File: config.mk
export PLATFORM = sky130hd
export DESIGN_NAME = utf8_to_code_point_decoder_top
export DESIGN_NICKNAME = d
export VERILOG_FILES = /design/src/rtl/u2c_pkg.sv /design/src/rtl/u2c_front.sv /design/src/rtl/u2c_queue.sv /design/src/rtl/u2c_back.sv /design/src/rtl/utf8_to_code_point_decoder_top.sv
export SDC_FILE = /design/constraint.sdc
export NUM_CORES = 1
export LEC_CHECK = 0
export ABC_AREA = 1
export BUFFER_PORTS_ARGS = -buffer_cell sky130_fd_sc_hd__buf_2
export CAP_MARGIN = 20
export CORE_ASPECT_RATIO = 2
export CORE_MARGIN = 3
export CORE_UTILIZATION = 45
export DETAILED_ROUTE_END_ITERATION = 16
export HOLD_SLACK_MARGIN = 0.15
export PLACE_DENSITY = 0.68
export REMOVE_ABC_BUFFERS = 1
export SYNTH_ARGS = -nofsm -noshare
export SYNTH_HDL_FRONTEND = slang
export SYNTH_SLANG_ARGS = --single-unit
File: constraint.sdc
create_clock -name clk_i -period 2 [get_ports clk_i]
set_clock_uncertainty 0.1 [all_clocks]
set_input_delay 0.4 -clock clk_i [delete_from_list [all_inputs] [get_ports clk_i]]
set_output_delay 0.4 -clock clk_i [all_outputs]
set_load 0.01 [all_outputs]
File: src/rtl/u2c_pkg.sv
// ----------------------------------------------------------------------------
// u2c_pkg
// shared types and constants for the utf-8 to code point decoder
// ----------------------------------------------------------------------------
package u2c_pkg;

  localparam int unsigned ByteW   = 8;
  localparam int unsigned LeftW   = 3;
  localparam int unsigned CodeW   = 21;
  localparam int unsigned BitsW   = 7;
  localparam int unsigned PendW   = 2;
  localparam int unsigned ContW   = 6;

  // byte patterns
  localparam logic [ByteW-1:0] AsciiMax  = 8'h7f;
  localparam logic [ByteW-1:0] ContMask  = 8'hc0;
  localparam logic [ByteW-1:0] ContTag   = 8'h80;
  localparam logic [ByteW-1:0] Lead2Mask = 8'he0;
  localparam logic [ByteW-1:0] Lead2Tag  = 8'hc0;
  localparam logic [ByteW-1:0] Lead3Mask = 8'hf0;
  localparam logic [ByteW-1:0] Lead3Tag  = 8'he0;
  localparam logic [ByteW-1:0] Lead4Mask = 8'hf8;
  localparam logic [ByteW-1:0] Lead4Tag  = 8'hf0;
  localparam logic [ByteW-1:0] Lead2Bits = 8'h1f;
  localparam logic [ByteW-1:0] Lead3Bits = 8'h0f;
  localparam logic [ByteW-1:0] Lead4Bits = 8'h07;
  localparam logic [ByteW-1:0] ContBits  = 8'h3f;

  // sequence lengths and bytes-left thresholds
  localparam logic [LeftW-1:0] LeftLast = 3'd1;
  localparam logic [LeftW-1:0] Need2    = 3'd2;
  localparam logic [LeftW-1:0] Need3    = 3'd3;
  localparam logic [LeftW-1:0] Need4    = 3'd4;

  localparam logic [PendW-1:0] PendNone = 2'd0;
  localparam logic [PendW-1:0] Pend1    = 2'd1;
  localparam logic [PendW-1:0] Pend2    = 2'd2;
  localparam logic [PendW-1:0] Pend3    = 2'd3;

  typedef enum logic [2:0] {
    KindAscii,
    KindLead2,
    KindLead3,
    KindLead4,
    KindCont,
    KindOther
  } byte_kind_e;

  // one classified byte as it sits in the queue
  typedef struct packed {
    byte_kind_e       kind;
    logic [BitsW-1:0] bits;
    logic             last;
  } entry_t;

  // queue to back end handshake
  typedef struct packed {
    logic   valid;
    entry_t entry;
  } queue_head_t;

endpackage

File: src/rtl/u2c_front.sv
// ----------------------------------------------------------------------------
// u2c_front
// classifies one byte into its kind and pre-masked payload bits
// ----------------------------------------------------------------------------
module u2c_front (
  input  logic [u2c_pkg::ByteW-1:0] byte_value_i,
  input  logic [u2c_pkg::LeftW-1:0] bytes_left_i,
  output u2c_pkg::entry_t           entry_o
);

  logic [u2c_pkg::ByteW-1:0] masked;

  always_comb begin
    masked        = '0;
    entry_o.kind  = u2c_pkg::KindOther;
    entry_o.last  = (bytes_left_i == u2c_pkg::LeftLast);
    if (byte_value_i <= u2c_pkg::AsciiMax) begin
      entry_o.kind = u2c_pkg::KindAscii;
      masked       = byte_value_i;
    end else if ((byte_value_i & u2c_pkg::ContMask) == u2c_pkg::ContTag) begin
      entry_o.kind = u2c_pkg::KindCont;
      masked       = byte_value_i & u2c_pkg::ContBits;
    end else if ((byte_value_i & u2c_pkg::Lead2Mask) == u2c_pkg::Lead2Tag &&
                 bytes_left_i >= u2c_pkg::Need2) begin
      entry_o.kind = u2c_pkg::KindLead2;
      masked       = byte_value_i & u2c_pkg::Lead2Bits;
    end else if ((byte_value_i & u2c_pkg::Lead3Mask) == u2c_pkg::Lead3Tag &&
                 bytes_left_i >= u2c_pkg::Need3) begin
      entry_o.kind = u2c_pkg::KindLead3;
      masked       = byte_value_i & u2c_pkg::Lead3Bits;
    end else if ((byte_value_i & u2c_pkg::Lead4Mask) == u2c_pkg::Lead4Tag &&
                 bytes_left_i >= u2c_pkg::Need4) begin
      entry_o.kind = u2c_pkg::KindLead4;
      masked       = byte_value_i & u2c_pkg::Lead4Bits;
    end
    // leads too close to the end and invalid bytes stay other
    entry_o.bits = masked[u2c_pkg::BitsW-1:0];
  end

endmodule

File: src/rtl/u2c_queue.sv
// ----------------------------------------------------------------------------
// u2c_queue
// short fifo of classified bytes between front and back end
// ----------------------------------------------------------------------------
module u2c_queue #(
  parameter int unsigned Depth = 2
) (
  input  logic                 clk_i,
  input  logic                 rst_ni,
  input  logic                 push_i,
  input  u2c_pkg::entry_t      entry_i,
  output logic                 full_o,
  input  logic                 pop_i,
  output u2c_pkg::queue_head_t head_o
);

  localparam int unsigned PtrW = (Depth > 1) ? $clog2(Depth) : 1;
  localparam int unsigned CntW = $clog2(Depth + 1);
  localparam logic [PtrW-1:0] LastPtr = PtrW'(Depth - 1);
  localparam logic [CntW-1:0] FullCnt = CntW'(Depth);

  u2c_pkg::entry_t mem_q [Depth];

  logic [PtrW-1:0] wr_ptr_q, wr_ptr_d;
  logic [PtrW-1:0] rd_ptr_q, rd_ptr_d;
  logic [CntW-1:0] count_q, count_d;
  logic            do_push, do_pop;

  assign full_o       = (count_q == FullCnt);
  assign do_push      = push_i && !full_o;
  assign do_pop       = pop_i && (count_q != '0);
  assign head_o.valid = (count_q != '0);
  assign head_o.entry = mem_q[rd_ptr_q];

  always_comb begin
    wr_ptr_d = wr_ptr_q;
    rd_ptr_d = rd_ptr_q;
    count_d  = count_q;
    if (do_push) begin
      wr_ptr_d = (wr_ptr_q == LastPtr) ? '0 : wr_ptr_q + 1'b1;
    end
    if (do_pop) begin
      rd_ptr_d = (rd_ptr_q == LastPtr) ? '0 : rd_ptr_q + 1'b1;
    end
    if (do_push && !do_pop) begin
      count_d = count_q + 1'b1;
    end else if (do_pop && !do_push) begin
      count_d = count_q - 1'b1;
    end
  end

  always_ff @(posedge clk_i or negedge rst_ni) begin
    if (!rst_ni) begin
      wr_ptr_q <= '0;
      rd_ptr_q <= '0;
      count_q  <= '0;
    end else begin
      wr_ptr_q <= wr_ptr_d;
      rd_ptr_q <= rd_ptr_d;
      count_q  <= count_d;
    end
  end

  always_ff @(posedge clk_i) begin
    if (do_push) begin
      mem_q[wr_ptr_q] <= entry_i;
    end
  end

endmodule

File: src/rtl/u2c_back.sv
// ----------------------------------------------------------------------------
// u2c_back
// sequence state, code point assembly and output register
// ----------------------------------------------------------------------------
module u2c_back (
  input  logic                       clk_i,
  input  logic                       rst_ni,
  input  u2c_pkg::queue_head_t       head_i,
  output logic                       pop_o,
  output logic                       out_valid_o,
  input  logic                       out_ready_i,
  output logic [u2c_pkg::CodeW-1:0]  code_point_o,
  output logic                       code_valid_o,
  output logic                       end_of_string_o
);

  localparam int unsigned KeepW = u2c_pkg::CodeW - u2c_pkg::ContW;

  logic [u2c_pkg::PendW-1:0] pend_q, pend_d, pend_dec;
  logic [u2c_pkg::CodeW-1:0] acc_q, acc_d, acc_shift;
  logic                      out_valid_q, out_valid_d;
  logic [u2c_pkg::CodeW-1:0] cp_q, cp_n;
  logic                      cv_q, cv_n;
  logic                      eos_q;
  logic                      emit;
  u2c_pkg::entry_t           e;

  assign e     = head_i.entry;
  assign pop_o = head_i.valid && (!out_valid_q || out_ready_i);

  assign acc_shift = {acc_q[KeepW-1:0], e.bits[u2c_pkg::ContW-1:0]};
  assign pend_dec  = pend_q - 1'b1;

  always_comb begin
    pend_d = pend_q;
    acc_d  = acc_q;
    cv_n   = 1'b0;
    cp_n   = '0;
    if (pend_q != u2c_pkg::PendNone) begin
      if (e.kind == u2c_pkg::KindCont) begin
        pend_d = pend_dec;
        if (pend_dec == u2c_pkg::PendNone) begin
          cv_n  = 1'b1;
          cp_n  = acc_shift;
          acc_d = '0;
        end else begin
          acc_d = acc_shift;
        end
      end else begin
        // broken sequence, byte swallowed
        pend_d = u2c_pkg::PendNone;
        acc_d  = '0;
      end
    end else begin
      case (e.kind)
        u2c_pkg::KindAscii: begin
          cv_n = 1'b1;
          cp_n = u2c_pkg::CodeW'(e.bits);
        end
        u2c_pkg::KindLead2: begin
          acc_d  = u2c_pkg::CodeW'(e.bits);
          pend_d = u2c_pkg::Pend1;
        end
        u2c_pkg::KindLead3: begin
          acc_d  = u2c_pkg::CodeW'(e.bits);
          pend_d = u2c_pkg::Pend2;
        end
        u2c_pkg::KindLead4: begin
          acc_d  = u2c_pkg::CodeW'(e.bits);
          pend_d = u2c_pkg::Pend3;
        end
        default: begin
        end
      endcase
    end
    // string end always returns to idle
    if (e.last) begin
      pend_d = u2c_pkg::PendNone;
      acc_d  = '0;
    end
  end

  assign emit = cv_n || e.last;

  always_comb begin
    if (pop_o) begin
      out_valid_d = emit;
    end else begin
      out_valid_d = out_valid_q && !out_ready_i;
    end
  end

  always_ff @(posedge clk_i or negedge rst_ni) begin
    if (!rst_ni) begin
      pend_q      <= u2c_pkg::PendNone;
      acc_q       <= '0;
      out_valid_q <= 1'b0;
    end else begin
      out_valid_q <= out_valid_d;
      if (pop_o) begin
        pend_q <= pend_d;
        acc_q  <= acc_d;
      end
    end
  end

  always_ff @(posedge clk_i) begin
    if (pop_o && emit) begin
      cp_q  <= cp_n;
      cv_q  <= cv_n;
      eos_q <= e.last;
    end
  end

  assign out_valid_o     = out_valid_q;
  assign code_point_o    = cp_q;
  assign code_valid_o    = cv_q;
  assign end_of_string_o = eos_q;

endmodule

File: src/rtl/utf8_to_code_point_decoder_top.sv
// path: an accepted item is written into the queue, then the back end pops it into the output register
// throughput: one item per cycle while the output is taken; the back end retires one queued byte
// per cycle when no result is waiting, bytes with no result included
// stalls: a result waiting to be taken holds the back end, and the input keeps taking items
// until the queue holds QueueDepth of them
// reset: rst_ni low clears the queue, the sequence state and the output valid at once
// ----------------------------------------------------------------------------
// utf8_to_code_point_decoder_top
// lenient utf-8 decoder, one byte per item, at most one code point per item
// ----------------------------------------------------------------------------
module utf8_to_code_point_decoder_top #(
  // entries in the queue between classifier and decoder, at least 1
  parameter int unsigned QueueDepth = 2
) (
  input  logic                        clk_i,
  input  logic                        rst_ni,
  // input item channel
  input  logic                        in_valid_i,
  output logic                        in_ready_o,
  input  logic [u2c_pkg::ByteW-1:0]   byte_value_i,
  input  logic [u2c_pkg::LeftW-1:0]   bytes_left_i,
  // result item channel
  output logic                        out_valid_o,
  input  logic                        out_ready_i,
  output logic [u2c_pkg::CodeW-1:0]   code_point_o,
  output logic                        code_valid_o,
  output logic                        end_of_string_o
);

  // classified byte from the front end
  u2c_pkg::entry_t      front_entry;
  // head of the queue as seen by the back end
  u2c_pkg::queue_head_t head;
  logic                 queue_full;
  logic                 pop;

  // front end: pure classification, no state, so an item is taken
  // whenever the queue has room
  u2c_front u_front (
    .byte_value_i (byte_value_i),
    .bytes_left_i (bytes_left_i),
    .entry_o      (front_entry)
  );

  assign in_ready_o = !queue_full;

  // queue lets the input side keep going while the output stalls
  u2c_queue #(
    .Depth (QueueDepth)
  ) u_queue (
    .clk_i   (clk_i),
    .rst_ni  (rst_ni),
    .push_i  (in_valid_i),
    .entry_i (front_entry),
    .full_o  (queue_full),
    .pop_i   (pop),
    .head_o  (head)
  );

  // back end: holds the open sequence and the registered result;
  // bytes that produce no result still retire one per cycle while no result is waiting
  u2c_back u_back (
    .clk_i           (clk_i),
    .rst_ni          (rst_ni),
    .head_i          (head),
    .pop_o           (pop),
    .out_valid_o     (out_valid_o),
    .out_ready_i     (out_ready_i),
    .code_point_o    (code_point_o),
    .code_valid_o    (code_valid_o),
    .end_of_string_o (end_of_string_o)
  );

endmodule
Word-level counts from Yosys, hierarchy flattened
Memories as Yosys holds them, arrays and structs flattened.
Cells that the tools add are included.
Widths: inputs -> output; s select.
{"block": "word_totals", "ff_bits": 45, "ramBits": 22, "inputBits": 15, "output_inout_bits": 25, "mem_count": 1}
{"block": "classes", "addsub": 5, "magnitude_cmp": 4, "eq_ne": 10, "n_mux": 34, "reduce_logical": 27}
{"memory": "u_queue.mem_q", "words": 2, "word_bits": 11, "rd": 1, "rd_clocked_by_memory_dff": 0, "write_ports": 1, "line": "u2c_queue.sv:22", "text": "u2c_pkg::entry_t mem_q [Depth];"}
{"op": "$mux 15", "n": 5}
{"op": "$mux 21", "n": 3}
{"op": "$mux 7", "n": 4}
{"op": "$mux 3", "n": 6}
{"op": "$logic_and 1x1->1", "n": 10}
{"op": "$mux 2", "n": 5}
{"op": "$mux 1", "n": 9}
{"op": "$le 8x7->1 const B", "n": 1}
{"op": "$eq 3x1->1 const B", "n": 2}
{"op": "$eq 3x2->1 const B", "n": 2}
{"op": "$eq 3x3->1 const B", "n": 2}
{"op": "$ge 3x2->1 const B", "n": 2}
{"op": "$pmux 2 s3", "n": 1}
{"op": "$reduce_bool 2->1", "n": 3}
{"op": "$eq 5x5->1 const B", "n": 1}
{"op": "$logic_not 1->1", "n": 5}
{"op": "$reduce_bool 5->1", "n": 1}
{"op": "$eq 2x2->1 const B", "n": 2}
{"op": "$eq 4x4->1 const B", "n": 1}
{"op": "$mux 4", "n": 1}
{"op": "$reduce_and 2->1", "n": 2}
{"op": "$sub 2x1->2 const B", "n": 2}
{"op": "$ge 3x3->1 const B", "n": 1}
{"op": "$logic_not 3->1", "n": 1}
{"op": "6 further kinds", "n": 8}

Depth between registers and ports, before layout
Gate-level depths: netlist of run 1.
{"block": "logic_depth", "word_depth": 7, "depth_mapped": 11, "ltp_nobuf": 10}

Modules after synthesis
A second synthesis of run 1 with hierarchy kept.
{"block": "unflattened", "cells_unflattened": 304, "area_unflattened_um2": 3050.4}
{"mod": "u2c_back", "instances": 1, "cells_each": 177, "area_per_inst_um2": 1833.0}
{"mod": "u2c_queue", "instances": 1, "cells_each": 89, "area_per_inst_um2": 1037.2}
{"mod": "u2c_front", "instances": 1, "cells_each": 37, "area_per_inst_um2": 176.4}
{"mod": "utf8_to_code_point_decoder_top", "instances": 1, "cells_each": 1, "area_per_inst_um2": 3.8}

Worst setup path after synthesis of run 1
Ideal clock, no wire load.
{"block": "synth_timing", "kind": "reg2reg", "from": "register u_back.pend_q[0] (netlist bit)", "to": "register u_back.cp_q (netlist bit u_back.code_point_o[0]), enable pin", "setup_time_ns": 0.378, "arrival_ns": 1.672, "required_ns": 1.522, "setup_slack_ns": -0.150, "path_stages_with_launch": 9, "path_buffers": 1, "path_cell_list": "dfrtp_1 inv_1 ha_1 buf_2 nor2_1 nand4_2 nand3_1 nand2_1 inv_1"}
{"block": "synth_via", "elab_chain_cells": 7, "elab_cells_between_ends": 8, "classes_between": "add/sub (1); mux (3); reduce/logical (4)"}
{"element": "from (decl)", "line": "u2c_back.sv:19", "text": "logic [u2c_pkg::PendW-1:0] pend_q, pend_d, pend_dec;"}
{"element": "from (signal assigned)", "line": "u2c_back.sv:95", "text": "pend_q <= u2c_pkg::PendNone;"}
{"element": "from (signal assigned)", "line": "u2c_back.sv:101", "text": "pend_q <= pend_d;"}
{"element": "$sub 2x1->2", "line": "u2c_back.sv:32", "text": "assign pend_dec = pend_q - 1'b1;"}
{"element": "$logic_not 2->1", "line": "u2c_back.sv:42", "text": "if (pend_dec == u2c_pkg::PendNone) begin"}
{"element": "$mux 1", "line": "u2c_back.sv:42"}
{"element": "$mux 1", "line": "u2c_back.sv:40", "text": "if (e.kind == u2c_pkg::KindCont) begin"}
{"element": "$mux 1 *", "line": "u2c_back.sv:39", "text": "if (pend_q != u2c_pkg::PendNone) begin"}
{"element": "$logic_or 1x1->1 *", "line": "u2c_back.sv:83", "text": "assign emit = cv_n || e.last;"}
{"element": "$logic_and 1x1->1 *", "line": "u2c_back.sv:108", "text": "if (pop_o && emit) begin"}
{"element": "to (signal assigned)", "line": "u2c_back.sv:109", "text": "cp_q <= cp_n;"}
{"element": "to (decl)", "line": "u2c_back.sv:22", "text": "logic [u2c_pkg::CodeW-1:0] cp_q, cp_n;"}
Mark *: on every way between the ends. The rest lies on a longest branch, timed or not.
A chain may end at the register's enable or synchronous reset.

Worst setup path in the final report of run 1
{"block": "layout_timing", "from": "register u_back.pend_q[0] (netlist bit)", "to": "register u_back.cp_q (netlist bit u_back.code_point_o[4]), enable pin"}
Same word-level chain as after synthesis.

==> flow_metrics.tcl, run 1 <==
set metrics [dict create \
    synth-edff-count 45 \
    yosys-mux-area-fraction_pct 0 \
    tightest_slew_ns 0.519 \
    crit_path_max_fanout 23 \
    wl_per_cell_um 12.5 \
    die_width_um 64.5 \
    fmax_mhz 543 \
    dr_total_vias 2089 \
    finalCritPeriodShare_pct 92.0 \
    synth_async_sr_flop_share_pct 32.8 \
    first_global_vias 2059 \
    crit_top_cell "inv_1" \
    worst_path_cell_chain "inv_1, ha_1, nor2_1, nand4_2, nand3_1, nand2_1, inv_1, buf_12" \
    status "finished, final reports clean" \
    crit-reg2reg-capture "u_back.code_point_o[4]$_DFFE_PP_" \
    worst_hold_path_type "input port to flip-flop" \
    fin_util_pct 56.3 \
    worst_setup_hold_path_clk_slew_ns 0.06 \
    worst_hold_slack_ns 0.250 \
    netlist_area_um2 3080 \
    peakVddDrop_v 0.000841 \
    cts_resized 0 \
    synth_simple_gate_area_share_pct 21.5 \
    cp_arrival_ns 1.78 \
    dieArea_um2 7940 \
    syn_inst 293 \
    hpwl_mm 4.04 \
    count_of_buffers_inserted_at_the_top_level_ports 39 \
    synth_area_per_cell_um2 10.5 \
    stdcell_count 438 \
    min_period_ns 1.84 \
    post_synth_num_cell_types 35 \
    antenna_violations_before_repair 0 \
    insertedDiodeCount 0 \
    ant_nets 0 \
    grt_max_degree 27 \
    compound_gate_portion_of_the_synthesized_area_pct 6.77 \
    worstSetupEndpoint "u_back.code_point_o[4]$_DFFE_PP_" \
    synthesis.yosys.warnings 0 \
    yosysSeqAreaShare_pct 61.7 \
    nFillCells 600 \
    totalNegativeSetupSlack_ns 0 \
    power_density_nw_per_um2 1650 \
    timing.critical_path.slowest_stage_cell "dfrtp_1" \
    drt_wl_total_mm 5.47 \
    crit_path_start "u_back.pend_q[0]$_DFFE_PN0P_" \
    slew_headroom_pct 65.4 \
    dpl.cell_count 421 \
    route.detailed.drc 0 \
    ys_seq_elements 67 \
    coreArea_um2 6620 \
    final_area_um2 3730 \
    tritoncts_clock_tree "done" \
    htree_num_levels 3 \
    critical_path_required_ns 1.94 \
    initial_utilization_pct 46.6 \
    place_congestion 0.962 \
    final-seq-area_um2 1900 \
    clkSinkCount 67 \
    groute.usage.overall_pct 15.8 \
    overflow 0 \
    setup.worst_path.end_class "flip-flop" \
    rrSetupSlack_ns 0.16 \
    clock_insertion_delay_worst_skew_ns 0.33 \
    grt_first_pass_wirelength_mm 9.25 \
    first_iter_violations 78 \
    ys.flop_type "edfxtp_1" \
    placed_cell_area_um2 3400 \
    drt-pass1-iter-count 4 \
    report.final.hold_viol_count 0 \
    hold_path_depth 4 \
    rr_worst_depth 8 \
    finalMaxSlewViolations 0 \
    synthToLayoutAreaGrowth_pct 20.9 \
    yosys.area_share.xor_xnor_pct 0.852 \
    path_class "flip-flop to flip-flop" \
    critical_path.startpoint_type "flip-flop" \
    rsz_0062_raised_after_global_routing "no" \
    rr_startpoint "u_back.pend_q[0]$_DFFE_PN0P_" \
    nNetsFinal 363 \
    leakage_nw 1.62 \
    ctsRootBufferMaster "clkbuf_16" \
    placementRows 42 \
    final_layout_size_suffix_gt1_share_pct 27.1 \
    cts_buffer_depth 2 \
    critical-path-max-stage-delay_ns 0.37 \
    main_combinational_cell_family_by_area_after_synthesis "simple AND/OR/NAND/NOR gates" \
    yosys.area_share.adder_pct 1.22 \
    boundaryPins 40 \
    die_height_um 123 \
    route.detailed.vias_per_inst 4.77 \
    cts_bufs_inserted 9 \
    setup_violations 0 \
    multi_input_area_um2 937 \
    maxCapViolations 0 \
]
[per-layer routing]
layer	vias to the layer above	routed length [um]	global-route usage [%]
met5	-	0	0
met4	0	214	10.1
met3	14	184	4.73
met2	40	3120	29.7
met1	979	1950	14.1
li1	1056	-	-
[power breakdown]
group / internal (mW) / leakage (nW) / switching (mW)
Combinational: 0.829 / 0.744 / 1.54
Clock: 1.04 / 0.156 / 0.568
Sequential: 2.03 / 0.720 / 0.153
Total: 3.91 / 1.62 / 2.26
[metrics by stage]
step                      power [mW]  setup slack, ns
after global placement          4.54            0.230
after floorplan                 3.80           -0.500
final                           6.17            0.159
after detailed placement        4.61            0.151
after CTS                       6.25            0.153
after global routing            6.58           0.0493
[worst min path at each step]
stage,from,endpoint,slack (ns)
CTS,out_ready_i,u_back.out_valid_o$_DFF_PN0_,0.25
floorplan,rst_ni,u_back.acc_q[0]$_DFFE_PN0P_,0.004
finish,out_ready_i,u_back.out_valid_o$_DFF_PN0_,0.25
detailed placement,rst_ni,u_queue.count_q[0]$_DFFE_PN0P_,0.30
global placement,rst_ni,u_queue.count_q[0]$_DFFE_PN0P_,0.29
global route,out_ready_i,u_back.out_valid_o$_DFF_PN0_,0.29
[cell families after synthesis]
logic type / count (synthesis)
fa+ha+maj: 3
compound gates: 37
flops: 67
buf+inv: 55
simple gates: 128
xor+xnor: 3
[flip-flops by register name (all words and copies together), names as in the netlist]
signal and flops:
u_back.end_of_string_o 1, u_queue.wr_ptr_q 1, u_back.code_valid_o 1, u_queue.count_q 2, u_queue.rd_ptr_q 1, u_queue.mem_q 22
u_back.pend_q 2, u_back.code_point_o 21, u_back.out_valid_o 1, u_back.acc_q 15
[what timing repair did]
item,in CTS,in global routing
hold buffers,1,0
buffers inserted,0,0
hold endpoints to repair,22,0
[placed cells by master, fill, tap and decap left out, types with 2 or more instances in the layout]
master and n:
nand2_1 40, buf_4 9, nor2_1 39, nand3_1 16, buf_2 39, nor3_1 3
nand2_8 2, edfxtp_1 45, nor2_4 2, and2_1 2, dfrtp_1 22, inv_2 2
clkbuf_16 10, ha_1 3, nand4_2 2, nand2_2 6, or2_2 6, o21ai_0 8
a21oi_1 9, inv_1 44, nand2_4 3, xor2_1 2, o21ai_1 13, o21ai_2 4
[worst max-delay path, delay by kind of cell (launching register included)]
| family | cells | cell delay [ns] |
|---|---|---|
| buf+inv | 3 | 0.34 |
| flops | 1 | 0.37 |
| fa+ha+maj | 1 | 0.28 |
| simple gates | 4 | 0.46 |
[Yosys cell counts, types with 6 or more instances]
cell type  count  share of area, %
o21ai_0        8               1.3
a21oi_1        9               1.5
dfrtp_1       22                18
edfxtp_1      45                44
nand2_2        6               1.2
o21ai_1       13               2.1
or2_2          6               1.2
nand2_1       40               4.9
nand3_1       16               2.6
inv_1         44               5.4
nor2_1        39               4.7
[area by class of cell]
type,instances,area share (%)
clock buffer,11,6.81
multi-input combinational,171,25.1
tap,88,2.95
timing repair buffer,50,7.86
inverter,46,4.63
clock inverter,5,1.58
sequential,67,51.0
No activity file was read; power rests on OpenSTA's default activity.
==> run 2, diff against run 1 <==
- SYNTH_HIERARCHICAL: unset -> 1
==> run 2 against run 1 <==
  * Clock power decreased by 8%
  * Sequential power about the same
  * Via count increased by 1.3%
  * Register-to-register slack improved by 0.02 ns
  * Critical path type unchanged
  * Synthesized cell count increased by 3.8%
  * Die area decreased by 1.0%
  * Area after synthesis decreased by 1.1%
  * Cell area decreased by 1.3%
  * Critical path depth increased by 1
  * Count of clock-buffer cells in the layout decreased by 1
  * Total power decreased by 6.9%
==> flow_metrics.tcl, run 2 <==
set metrics [dict create \
    critical_path_required_ns 2.08 \
    dpl.cell_count 431 \
    critical_path.startpoint_type "flip-flop" \
    report.final.hold_viol_count 0 \
    rsz_0062_raised_after_global_routing "no" \
    dieArea_um2 7860 \
    antenna_violations_before_repair 0 \
    coreArea_um2 6460 \
    layout.cells.most_common "nand2_1" \
    min_period_ns 1.82 \
    path_class "flip-flop to flip-flop" \
    worst_hold_path.endpoint "u_queue/mem_q[1][3]$_DFFE_PP_" \
    boundaryPins 40 \
    ctsRootBufferMaster "clkbuf_16" \
    route.detailed.vias_per_inst 4.72 \
    count_of_buffers_inserted_at_the_top_level_ports 39 \
    drt-pass1-iter-count 4 \
    final_layout_size_suffix_gt1_share_pct 24.3 \
    synth.top_cell.area_share_pct 44.3 \
    nNetsFinal 376 \
    fmax_mhz 550 \
    crit-reg2reg-capture "u_back/code_point_o[13]$_SDFFCE_PN0P_" \
    timing.critical_path.slowest_stage_cell "dfrtp_2" \
    synth-edff-count 45 \
    hpwl_mm 4.02 \
    cts_bufs_inserted 9 \
    ant_nets 0 \
    synth.most_common_cell "nand2_1" \
    synthesis.yosys.warnings 6 \
    die_height_um 122 \
    largest_register "u_queue/mem_q" \
    clkSinkCount 67 \
    synth_async_sr_flop_share_pct 32.8 \
    synth_area_per_cell_um2 10.0 \
    maxCapViolations 0 \
    setup.worst_path.end_class "flip-flop" \
    first_global_vias 1976 \
    largest_register_ff_count 22 \
    cts_buffer_depth 2 \
    slew_headroom_pct 66.9 \
    leakage_nw 1.64 \
    power_density_nw_per_um2 1560 \
    first_iter_violations 108 \
    finalCritPeriodShare_pct 90.9 \
    critical-path-max-stage-delay_ns 0.45 \
    route.detailed.drc 0 \
    clock_insertion_delay_worst_skew_ns 0.33 \
    crit_top_cell "nand2_1" \
    netlist_top_cells_area "edfxtp_1 (44%), dfrtp_1 (18%), nand2_1 (11%)" \
    htree_num_levels 3 \
    rr_worst_depth 9 \
    wl_per_cell_um 11.7 \
    cts_post_setup_buffers_inserted 0 \
    synth_commonest_cells "nand2_1 (93), edfxtp_1 (45), inv_1 (40), nor2_1 (27), dfrtp_1 (22)" \
    tritoncts_clock_tree "done" \
    crit_path_max_fanout 14 \
    status "finished, final reports clean" \
    dr_total_vias 2116 \
    grt_first_pass_wirelength_mm 8.63 \
    synthToLayoutAreaGrowth_pct 20.6 \
    stdcell_count 448 \
    ys_seq_elements 67 \
    netlist_area_um2 3050 \
    peakVddDrop_v 0.00114 \
    overflow 0 \
    worst_path_cell_chain "inv_2, nand2_1, nand2_1, inv_1, nor2_1, buf_4, nand2_1, buf_4, nor2_1" \
    cp_arrival_ns 1.90 \
    syn_inst 304 \
    initial_utilization_pct 47.2 \
    post_synth_num_cell_types 28 \
    yosysTopAreaCell "edfxtp_1" \
    ys.flop_type "edfxtp_1" \
    worst_hold_path_type "input port to flip-flop" \
    rrSetupSlack_ns 0.18 \
    worst_setup_hold_path_clk_slew_ns 0.05 \
    setup_violations 0 \
    fin_util_pct 56.9 \
    placementRows 41 \
    die_width_um 64.2 \
    layout.cells.most_common_list "nand2_1 (92), edfxtp_1 (45), inv_1 (40)" \
    timing.hold.worst.start "byte_value_i[2]" \
    hold_path_depth 3 \
    rr_startpoint "u_queue/rd_ptr_q$_DFFE_PN0P_" \
    grt_max_degree 27 \
    tightest_slew_ns 0.497 \
    place_congestion 0.903 \
    yosysSeqAreaShare_pct 62.3 \
    finalMaxSlewViolations 0 \
    insertedDiodeCount 0 \
    groute.usage.overall_pct 14.9 \
    drt_wl_total_mm 5.24 \
]
==> run 2: stage by stage <==
step	worst slack (ns)	area, um2	hold WS (ns)	TNS [ns]	total power [mW]
after floorplan	-0.294	3000	0.00441	-8.83	3.55
after global placement	0.116	3370	0.298	0	4.26
after detailed placement	0.0237	3370	0.293	0	4.30
after CTS	0.0179	3670	0.242	0	5.79
after global routing	0.00846	3680	0.267	0	6.14
final	0.181	3680	0.255	0	5.74
==> run 2: kinds of logic after synthesis <==
group | Yosys count | synth area share (%)
buf+inv | 51 | 7.30
simple gates | 152 | 22.2
compound gates | 29 | 6.19
xor+xnor | 1 | 0.287
flops | 67 | 62.3
fa+ha+maj | 4 | 1.64
==> run 2: worst max-delay path, delay by kind of cell (launching register included) <==
kind / cells / cell delay (ns)
buffers and inverters: 4 / 0.62
DFF: 1 / 0.45
and+or+nand+nor: 5 / 0.51
==> run 2: routing by layer <==
layer  routed length (um)  vias up  track usage [%]
met5                    0        -                0
met4                  249        0             12.7
met3                  220       18             3.57
met2                 3020       50             27.7
met1                 1750      953             12.7
li1                     -     1095                -
==> run 2: worst max path at each step <==
stage	from	to	depth (start not counted)
4_1_cts	u_queue/rd_ptr_q$_DFFE_PN0P_	u_back/code_point_o[16]$_SDFFCE_PN0P_	9
3_3_place_gp	u_queue/rd_ptr_q$_DFFE_PN0P_	u_back/code_point_o[0]$_DFFE_PP_	9
3_5_place_dp	u_queue/rd_ptr_q$_DFFE_PN0P_	u_back/code_point_o[4]$_DFFE_PP_	9
5_1_grt	u_queue/rd_ptr_q$_DFFE_PN0P_	u_back/code_point_o[5]$_DFFE_PP_	8
6_report	u_queue/rd_ptr_q$_DFFE_PN0P_	u_back/code_point_o[13]$_SDFFCE_PN0P_	9
2_1_floorplan	u_queue/rd_ptr_q$_DFFE_PN0P_	u_back/code_point_o[0]$_DFFE_PP_	8
==> run 2: layout make-up <==
| cell class | instances | area [um2] |
|---|---|---|
| clock buffer | 10 | 229 |
| clock inverter | 6 | 57.6 |
| fill | 585 | 2790 |
| inverter | 45 | 170 |
| multi-input combinational | 186 | 933 |
| sequential | 67 | 1900 |
| tap | 86 | 108 |
| timing repair buffer | 48 | 278 |
==> run 2: repair_timing <==
action	in CTS	in global routing
endpoints found under the hold margin	22	0
resized for setup	0	4
endpoints found under the setup margin	0	44
hold buffers	1	0
==> run 2: report_power, final <==
| group | leakage, nW | internal (mW) | switching, mW |
|---|---|---|---|
| Combinational | 0.774 | 0.701 | 1.34 |
| Clock | 0.142 | 0.953 | 0.522 |
| Sequential | 0.722 | 2.04 | 0.178 |
